$ cat config.mk
export PLATFORM = sky130hd
export DESIGN_NAME = ssoq_ctrl
export DESIGN_NICKNAME = d
export VERILOG_FILES = /design/src/design/ssoq_pkg.sv /design/src/design/ssoq_ctrl.sv
export SDC_FILE = /design/constraint.sdc
export NUM_CORES = 1
export LEC_CHECK = 0
export BUFFER_PORTS_ARGS = -buffer_cell sky130_fd_sc_hd__clkbuf_2
export CAP_MARGIN = 15
export CORE_AREA = 2 2 39 41
export CTS_CLUSTER_DIAMETER = 150
export DETAILED_ROUTE_END_ITERATION = 10
export DIE_AREA = 0 0 41 43
export GPL_ROUTABILITY_DRIVEN = 0
export GPL_TIMING_DRIVEN = 1
export SLEW_MARGIN = 20
export SYNTH_ARGS = -nofsm -noshare
export SYNTH_HDL_FRONTEND = slang
export SYNTH_SLANG_ARGS = --single-unit
$ cat constraint.sdc
create_clock -name clock -period 1.35 [get_ports clock]
set_input_delay 0.0675 -clock clock [delete_from_list [all_inputs] [get_ports clock]]
set_output_delay 0.0675 -clock clock [all_outputs]
set_load 0.05 [all_outputs]
$ cat src/design/ssoq_pkg.sv
// Package for the segment/sphere obstacle query block.
// Holds the command codes, controller states and controller/datapath structs.
`default_nettype none
package ssoq_pkg;

   localparam logic [1:0] CMD_LOAD    = 2'd0;
   localparam logic [1:0] CMD_CLOSEST = 2'd1;
   localparam logic [1:0] CMD_FIRST   = 2'd2;
   localparam logic [1:0] CMD_POINT   = 2'd3;

   typedef enum logic [2:0] {
      ST_IDLE,
      ST_SETUP,
      ST_DIV,
      ST_READ,
      ST_EVAL,
      ST_DONE
   } state_type;

   // per-entry evaluation steps in the datapath
   typedef enum logic [2:0] {
      EV_IDLE, EV_DOT, EV_SUM, EV_DIV, EV_CLOSE, EV_SQ, EV_CMP
   } ev_type;

   typedef struct packed {
      logic start;      // latch request, clear best
      logic div_step;   // add one len2 square term
      logic read;       // table read strobe; unused, the read address is the scan index
      logic eval_a;     // start the entry: deltas, then products
      logic eval_b;     // squares (never set; the datapath sequencer does them)
      logic eval_c;     // sum and compare (never set; the datapath sequencer does them)
      logic next_entry; // advance scan index
      logic finish;     // build result
   } ctl_type;

   typedef struct packed {
      logic is_load;
      logic scan_end;
      logic div_end;
      logic stop;       // first-hit or point query found an entry
      logic eval_done;  // entry evaluation finished
   } sts_type;

endpackage
`default_nettype wire

$ cat src/design/ssoq_ctrl.sv
// Controller state machine for the obstacle query block.
// Uses ssoq_pkg for states and the command/status structs.
`default_nettype none
module ssoq_ctrl (
   input  wire logic           clock,
   input  wire logic           reset,
   input  wire logic           req_valid,
   output logic                req_stall,
   output logic                rsp_valid,
   input  wire logic           rsp_stall,
   input  wire ssoq_pkg::sts_type sts,
   output ssoq_pkg::ctl_type   ctl
);
   ssoq_pkg::state_type state_ff, state_in;
   logic [1:0] phase_ff, phase_in;
   logic       rsp_valid_ff, rsp_valid_in;

   // next state
   always_comb begin
      state_in = state_ff;
      phase_in = phase_ff;
      case (state_ff)
         ssoq_pkg::ST_IDLE: begin
            if (req_valid) state_in = ssoq_pkg::ST_SETUP;
         end
         ssoq_pkg::ST_SETUP: begin
            if (sts.is_load) state_in = ssoq_pkg::ST_DONE;
            else             state_in = ssoq_pkg::ST_DIV;
         end
         ssoq_pkg::ST_DIV: begin
            if (sts.div_end) state_in = ssoq_pkg::ST_READ;
         end
         ssoq_pkg::ST_READ: begin
            phase_in = 2'd0;
            if (sts.scan_end) state_in = ssoq_pkg::ST_DONE;
            else              state_in = ssoq_pkg::ST_EVAL;
         end
         ssoq_pkg::ST_EVAL: begin
            phase_in = 2'd1;
            // wait for the datapath to finish the entry
            if (phase_ff != 2'd0 && sts.eval_done) begin
               if (sts.stop) state_in = ssoq_pkg::ST_DONE;
               else          state_in = ssoq_pkg::ST_READ;
            end
         end
         ssoq_pkg::ST_DONE: begin
            if (rsp_valid_ff && !rsp_stall) state_in = ssoq_pkg::ST_IDLE;
         end
         default: state_in = ssoq_pkg::ST_IDLE;
      endcase
   end

   // outputs
   always_comb begin
      ctl = '0;
      rsp_valid_in = rsp_valid_ff && rsp_stall;
      req_stall = 1'b1;
      case (state_ff)
         ssoq_pkg::ST_IDLE: begin
            req_stall = 1'b0;
            ctl.start = req_valid;
         end
         ssoq_pkg::ST_DIV:   ctl.div_step = 1'b1;
         ssoq_pkg::ST_READ:  ctl.read = !sts.scan_end;
         ssoq_pkg::ST_EVAL: begin
            ctl.eval_a     = (phase_ff == 2'd0);
            ctl.next_entry = (phase_ff != 2'd0) && sts.eval_done;
         end
         ssoq_pkg::ST_DONE: begin
            if (!rsp_valid_ff) begin
               ctl.finish = 1'b1;
               rsp_valid_in = 1'b1;
            end
         end
         default: ;
      endcase
   end

   assign rsp_valid = rsp_valid_ff;

   // hold state and response valid
   always_ff @(posedge clock) begin
      if (reset) begin
         state_ff     <= ssoq_pkg::ST_IDLE;
         phase_ff     <= 2'd0;
         rsp_valid_ff <= 1'b0;
      end else begin
         state_ff     <= state_in;
         phase_ff     <= phase_in;
         rsp_valid_ff <= rsp_valid_in;
      end
   end
endmodule
`default_nettype wire

After elaboration in Yosys (flattened, before gate mapping)
Cells that the tools add are included.

Bits in registers: 6. Bits of input ports: 9. Logic and storage cells: 41.

Equal/unequal tests: 9. Multiplexer cells: 19. Reduce and logical (&&, ||, !) cells: 10.

Operator list (number): 2-to-1 mux 3 bit (6); case mux 3 bit (6 select lines) (1); 2-to-1 mux 1 bit (11); inequality test 2 bit (second input constant) (4); equality test 3 x 2 -> 1 bit (second input constant) (2); equality test 3 bit (second input constant) (2); case mux 2 bit (2 select lines) (1); AND reduction 4 bit (1); nonzero test 2 bit (2); equality test 3 x 1 -> 1 bit (second input constant) (1); logical AND 1 bit (3); zero test 3 bit (1); zero test 1 bit (2); zero test 2 bit (1).

Longest topological paths before layout
Gate-level depths: netlist of the first run.

Depth after elaboration: 4. Gate-level depth with buffers: 5. Gate-level depth less buffers: 4.

Worst setup path before layout of the first run
OpenSTA, ideal clock, no wires.

Kind: reg-to-output. Start point: reg state_ff[2]. End point: out ctl[7] in the netlist's numbering. Arrival: 1772 ps. Slack: -489 ps. Stages on the path, launching flop included: 4. Path buffers: 1. Cell sequence: dfxtp_1 > buf_6 > or3_2 > nor2_1.

RTL lines: start: declaration (line ssoq_ctrl.sv:14) `ssoq_pkg::state_type state_ff, state_in;`; start signal: assignment (line ssoq_ctrl.sv:84) `state_ff <= ssoq_pkg::ST_IDLE;`; start signal: assignment (line ssoq_ctrl.sv:88) `state_ff <= state_in;`; end: declaration (line ssoq_ctrl.sv:12) `output ssoq_pkg::ctl_type ctl`.

==> impl_metrics.py, run 1 <==
metrics = {
    "routing": {
        "detail_route.wl_per_cell_um": 10.0,
        "drtIter0Drc": 3,
        "detail_route.wirelength.met1_um": 425,
        "drt.antenna.violating_nets": 0,
        "total_iterations_of_the_first_detailed_routing_run": 2,
        "total_wirelength_of_the_detailed_routed_design_um": 884,
        "met2_wirelength_um": 383,
        "vias_per_cell": 4.52,
        "vias": 398,
        "topRoutingLayerUsed": "met3",
        "drc": 0,
        "met3_wirelength_um": 75,
    },
    "global_route": {
        "first_global_vias": 348,
        "overflow": 0,
        "global_route.usage.total_pct": 11.6,
        "antenna_found_initial": 0,
        "global_route_wire_length_before_repair_um": 1410,
        "grt_max_degree": 12,
    },
    "synthesis": {
        "ys_seq_area_share_pct": 25.6,
        "syn-mean-instance-area_um2": 7.25,
        "synth_ff_type": "sky130_fd_sc_hd__dfxtp_1",
        "syn-cell-area_um2": 392,
        "synthArstFlopShare_pct": 0,
        "synth-seq-cells": 5,
        "synth-edff-count": 0,
        "synth.lib_cells_used.distinct": 25,
        "yosys_warnings": 0,
        "post_synth_inst_count": 54,
    },
    "timing": {
        "grt_setup_unrepaired": "yes",
        "slew_viol_final": 0,
        "fin_crit_ps": 1320,
        "finalSetupViolCount": 0,
        "worst_clock_skew_ps": 2.29,
        "whs_ps": 57.4,
        "highest_clock_rate_ghz": 0.759,
        "fin_crit_sh_pct": 97.6,
        "setup_ws_ps": 31.8,
        "report.final.hold_viol_count": 0,
    },
    "finish": {
        "final_net_count": 82,
        "multi_input_gate_area_um2": 262,
        "most-common-layout-cells": "12 x sky130_fd_sc_hd__clkbuf_2, 7 x sky130_fd_sc_hd__a21oi_1, 6 x sky130_fd_sc_hd__nor2_1, 5 x sky130_fd_sc_hd__nand2_1, 5 x sky130_fd_sc_hd__clkbuf_4",
        "fillCellCount": 150,
        "diodes": 0,
        "finish.instance_area_um2": 542,
        "layout.cells.most_common": "sky130_fd_sc_hd__clkbuf_2",
        "layout-area-overhead-vs-synth_pct": 38.3,
        "drive_above_1_share_pct": 44.4,
        "area.sequential_um2": 109,
    },
    "floorplan": {
        "fp-row-count": 14,
        "floorplan.core_area_um2": 1380,
        "floorplan_die_width_um": 41,
        "initial_core_util_pct": 28.3,
        "full_die_area_um2": 1760,
        "die_height_um": 43,
        "ios": 19,
    },
    "place": {
        "port_buffer_count": 16,
        "placed_cell_area_um2": 483,
        "detailed_place_hpwl_um": 661,
        "detailedPlace.worstSlack_ps": 51.6,
    },
    "setup_path": {
        "worst-setup-path-type": "reg2out",
        "r2r_setup_slack_ps": 100,
        "setup.worst_path.end_class": "output pin",
        "required_ps": 1280,
        "critPathMaxFanout": 9,
        "cp.arrival_ps": 1250,
        "critical_path.startpoint_type": "flip-flop",
    },
    "clocking": {
        "clock_sinks": 5,
        "post_cts.repair.setup_buffers": 0,
        "h-tree-depth": 1,
        "max-clock-path-buffers": 2,
        "worst_setup_hold_path_clk_slew_ps": 40,
        "clock_latency_ps": 240,
        "cts_tree": "yes",
        "root_buffer": "sky130_fd_sc_hd__clkbuf_4",
        "cts_buffers": 3,
    },
    "power": {
        "vdd_drop_max_uv": 902,
        "p_leak_nw": 0.238,
        "total_power_mw": 1.39,
        "pwr_density_cell_nw_per_um2": 2570,
    },
    "hold_path": {
        "kind_of_path_behind_the_tightest_hold_check": "in2reg",
    },
    "job": {
        "cap_viol_max_count": 0,
    },
    "status": {
        "run_status": "completed",
    },
}
per-stage QoR:
step	util (%)	TNS, ps	cells
5_1_grt	39.2	-39.5	88
6_report	39.2	0	88
4_1_cts	38.2	0	88
2_1_floorplan	-	-262	55
3_5_place_dp	34.9	0	84
3_3_place_gp	34.9	0	84
synthesized netlist by cell type (all sizes together) (2+ instances only):
| cell | instances | area (um2) |
|---|---|---|
| dfxtp | 5 | 100 |
| a21oi | 7 | 35.0 |
| nor2 | 9 | 33.8 |
| nor3b | 2 | 15.0 |
| buf | 5 | 45.0 |
| or3 | 2 | 13.8 |
| or2 | 2 | 15.0 |
| nand2 | 5 | 18.8 |
| inv | 4 | 15.0 |
final cells by class:
class                   count  area share (%)
inverters                   4            2.77
clock buffers               4            4.85
multi-input cells          41            48.3
repair buffers             18            20.3
well taps                  16            3.70
flip-flops and latches      5            20.1
logic make-up after synthesis:
family | after synthesis | synth area share [%]
buf+inv | 9 | 15.3
flops | 5 | 25.6
other cells | 1 | 0.958
compound gates | 12 | 19.5
simple gates | 26 | 36.1
mux | 1 | 2.56
repair_timing:
action | in CTS | in global routing
hold buffers | 0 | 0
setup endpoints to repair | 7 | 6
cloned | 0 | 0
gates resized for setup | 7 | 8
per-layer routing:
layer	global-route usage, %	vias up
met3	6.28	0
met1	15.8	164
met5	0	-
met4	2.00	0
li1	-	216
met2	16.3	18
critical path, stage by stage, from the launching register on:
cell,delay [ps]
sky130_fd_sc_hd__dfxtp_4,360
sky130_fd_sc_hd__or3_4,400
sky130_fd_sc_hd__nor2_4,100
sky130_fd_sc_hd__buf_8,150
path summary, 6_finish.rpt:
path,end,depth (start not counted),from
setup / recovery,ctl[7],3,state_ff[2]$_SDFFE_PP0P_
hold / removal,state_ff[2]$_SDFFE_PP0P_,2,reset
setup reg to reg,state_ff[1]$_SDFFE_PP0P_,4,state_ff[0]$_SDFFE_PP0P_
hold reg to reg,phase_ff[0]$_SDFFE_PP0P_,2,phase_ff[0]$_SDFFE_PP0P_
power breakdown:
part / internal [mW] / switching, mW
combinational: 0.352 / 0.538
clock: 0.112 / 0.0627
sequential: 0.222 / 0.106
total: 0.686 / 0.707
registers in the layout, indices dropped and copies added (netlist names):
register	cells
state_ff	3
rsp_valid	1
phase_ff	1
No activity file was read; power rests on OpenSTA's default activity.
==> run 2, diff against run 1 <==
==> constraint.sdc (replaced) <==
create_clock -name clock -period 1.35 [get_ports clock]
set_input_delay 0.0675 -clock clock [delete_from_list [all_inputs] [get_ports clock]]
set_output_delay 0.0675 -clock clock [all_outputs]
set_load 0.005 [all_outputs]
==> run 2 against run 1 <==
Largest power group unchanged. Highest routed layer is now met4. Largest cell class unchanged. Global-route usage is the same. Via count grew 5.5%. Critical endpoint unchanged. Final area shrank 7.4%.
==> impl_metrics.py, run 2 (same netlist as run 1, synthesis figures left out) <==
metrics = {
    "status": {
        "run_status": "completed",
    },
    "global_route": {
        "global_route_wire_length_before_repair_um": 1340,
        "antenna_found_initial": 0,
        "grt_max_degree": 12,
        "first_global_vias": 350,
        "overflow": 0,
        "global_route.usage.total_pct": 11.6,
    },
    "routing": {
        "total_wirelength_of_the_detailed_routed_design_um": 926,
        "drc": 0,
        "drt.antenna.violating_nets": 0,
        "vias_per_cell": 4.83,
        "detail_route.wl_per_cell_um": 10.6,
        "drtIter0Drc": 7,
        "total_iterations_of_the_first_detailed_routing_run": 4,
        "vias": 420,
    },
    "setup_path": {
        "r2r-start": "state_ff[1]$_SDFFE_PP0P_",
        "endpoint": "ctl[7]",
        "critPathMaxStageDelay_ps": 370,
        "timing.rr.end": "state_ff[1]$_SDFFE_PP0P_",
        "critPathMaxFanout": 10,
        "setup.worst_path.end_class": "output pin",
        "worst_path_max_delay_cell": "sky130_fd_sc_hd__dfxtp_4",
        "worstPathCellList": "or3_4 -> nor2_1 -> clkbuf_2",
        "r2r_setup_slack_ps": 110,
        "required_ps": 1280,
        "worst-r2r-cell-count": 4,
        "setup.worst_path.start": "state_ff[0]$_SDFFE_PP0P_",
        "worst-setup-path-type": "reg2out",
        "cp.arrival_ps": 1200,
        "critical_path.startpoint_type": "flip-flop",
    },
    "floorplan": {
        "floorplan_die_width_um": 41,
        "ios": 19,
        "die_height_um": 43,
        "fp-row-count": 14,
        "initial_core_util_pct": 28.3,
        "floorplan.core_area_um2": 1380,
        "full_die_area_um2": 1760,
    },
    "timing": {
        "slew_viol_final": 0,
        "fin_crit_sh_pct": 94.1,
        "grt_setup_unrepaired": "no",
        "whs_ps": 72.2,
        "highest_clock_rate_ghz": 0.787,
        "setup_ws_ps": 79.0,
        "fin_tns_setup_ps": 0,
        "fin_crit_ps": 1270,
        "worst_clock_skew_ps": 2.35,
        "finalSetupViolCount": 0,
        "report.final.hold_viol_count": 0,
    },
    "clocking": {
        "clock_latency_ps": 240,
        "cts_tree": "yes",
        "cts_buffers": 3,
        "h-tree-depth": 1,
        "clock_sinks": 5,
        "worst_setup_hold_path_clk_slew_ps": 50,
        "root_buffer": "sky130_fd_sc_hd__clkbuf_4",
        "cts_hold_buf": 0,
        "max-clock-path-buffers": 2,
    },
    "power": {
        "p_leak_nw": 0.230,
        "sequential_power_share_pct": 31.1,
        "power_switching_uw": 428,
        "total_power_mw": 1.05,
        "power_report.internal_total_uw": 627,
        "vdd_drop_max_uv": 646,
        "share_clk_of_total_power_pct": 17.0,
        "share_comb_of_total_power_pct": 51.9,
        "pwr_density_cell_nw_per_um2": 2100,
        "power.share.switching_pct": 40.6,
    },
    "hold_path": {
        "kind_of_path_behind_the_tightest_hold_check": "in2reg",
    },
    "finish": {
        "drive_above_1_share_pct": 39.4,
        "fillCellCount": 142,
        "flip_flop_count_of_the_largest_register_all_copies_and_words_added": 3,
        "final_core_utilization_pct": 36.3,
        "diodes": 0,
        "stdcell_count": 87,
        "most-common-layout-cells": "16 x sky130_fd_sc_hd__clkbuf_2, 9 x sky130_fd_sc_hd__nor2_1, 7 x sky130_fd_sc_hd__a21oi_1, 5 x sky130_fd_sc_hd__nand2_1, 4 x sky130_fd_sc_hd__inv_1",
        "final_net_count": 81,
        "registers.top_by_ff_count": "state_ff",
        "layout-area-overhead-vs-synth_pct": 28.1,
        "layout.cells.most_common": "sky130_fd_sc_hd__clkbuf_2",
        "finish.instance_area_um2": 502,
    },
    "job": {
        "cap_viol_max_count": 0,
    },
    "place": {
        "placed_cells": 83,
        "placed_cell_area_um2": 458,
        "detailedPlace.worstSlack_ps": 109,
        "port_buffer_count": 16,
        "detailed_place_hpwl_um": 641,
    },
}
## run 2: power by group through the flow
stage	registers [mW]	clock network [mW]	logic (mW)
floorplan	0.232	0	0.485
CTS	0.298	0.188	0.611
global route	0.334	0.190	0.606
global placement	0.292	0	0.518
detailed placement	0.294	0	0.511
finish	0.328	0.179	0.547
## run 2: worst min path at each step
stage / start / end / slack [ps] / cells after the start
after detailed placement: reset / phase_ff[0]$_SDFFE_PP0P_ / 330 / 2
after global routing: reset / phase_ff[0]$_SDFFE_PP0P_ / 80 / 2
final: reset / phase_ff[0]$_SDFFE_PP0P_ / 70 / 2
after global placement: rsp_stall / rsp_valid$_SDFF_PP0_ / 320 / 3
after floorplan: reset / phase_ff[0]$_SDFFE_PP0P_ / 140 / 1
after CTS: reset / phase_ff[0]$_SDFFE_PP0P_ / 60 / 2
## run 2: critical path, delay by kind of cell (launching register included)
kind                   cells  cell delay, ps
buffers and inverters      1             110
and+or+nand+nor            2             470
DFF                        1             370
## run 2: routing by layer
metal  track usage, %  share of wire, %  up-vias
met5                0                 0        -
met4             10.0              0.86        0
met3             3.14               5.6        2
met2             17.5                51       11
met1             12.5                42      188
li1                 -                 -      219
## run 2: final cells by class
cell class,instances,area (um2),share of cell area [%]
multi-input cells,41,244,48.6
inverters,4,15.0,2.99
clock buffers,4,26.3,5.24
flip-flops and latches,5,109,21.7
well taps,16,20.0,3.99
repair buffers,17,87.6,17.5
## run 2: timing repair
action / in CTS / in global routing
pin swaps: 1 / 4
setup endpoints to repair: 1 / 2
resized for setup: 6 / 1
buffers inserted: 1 / 0
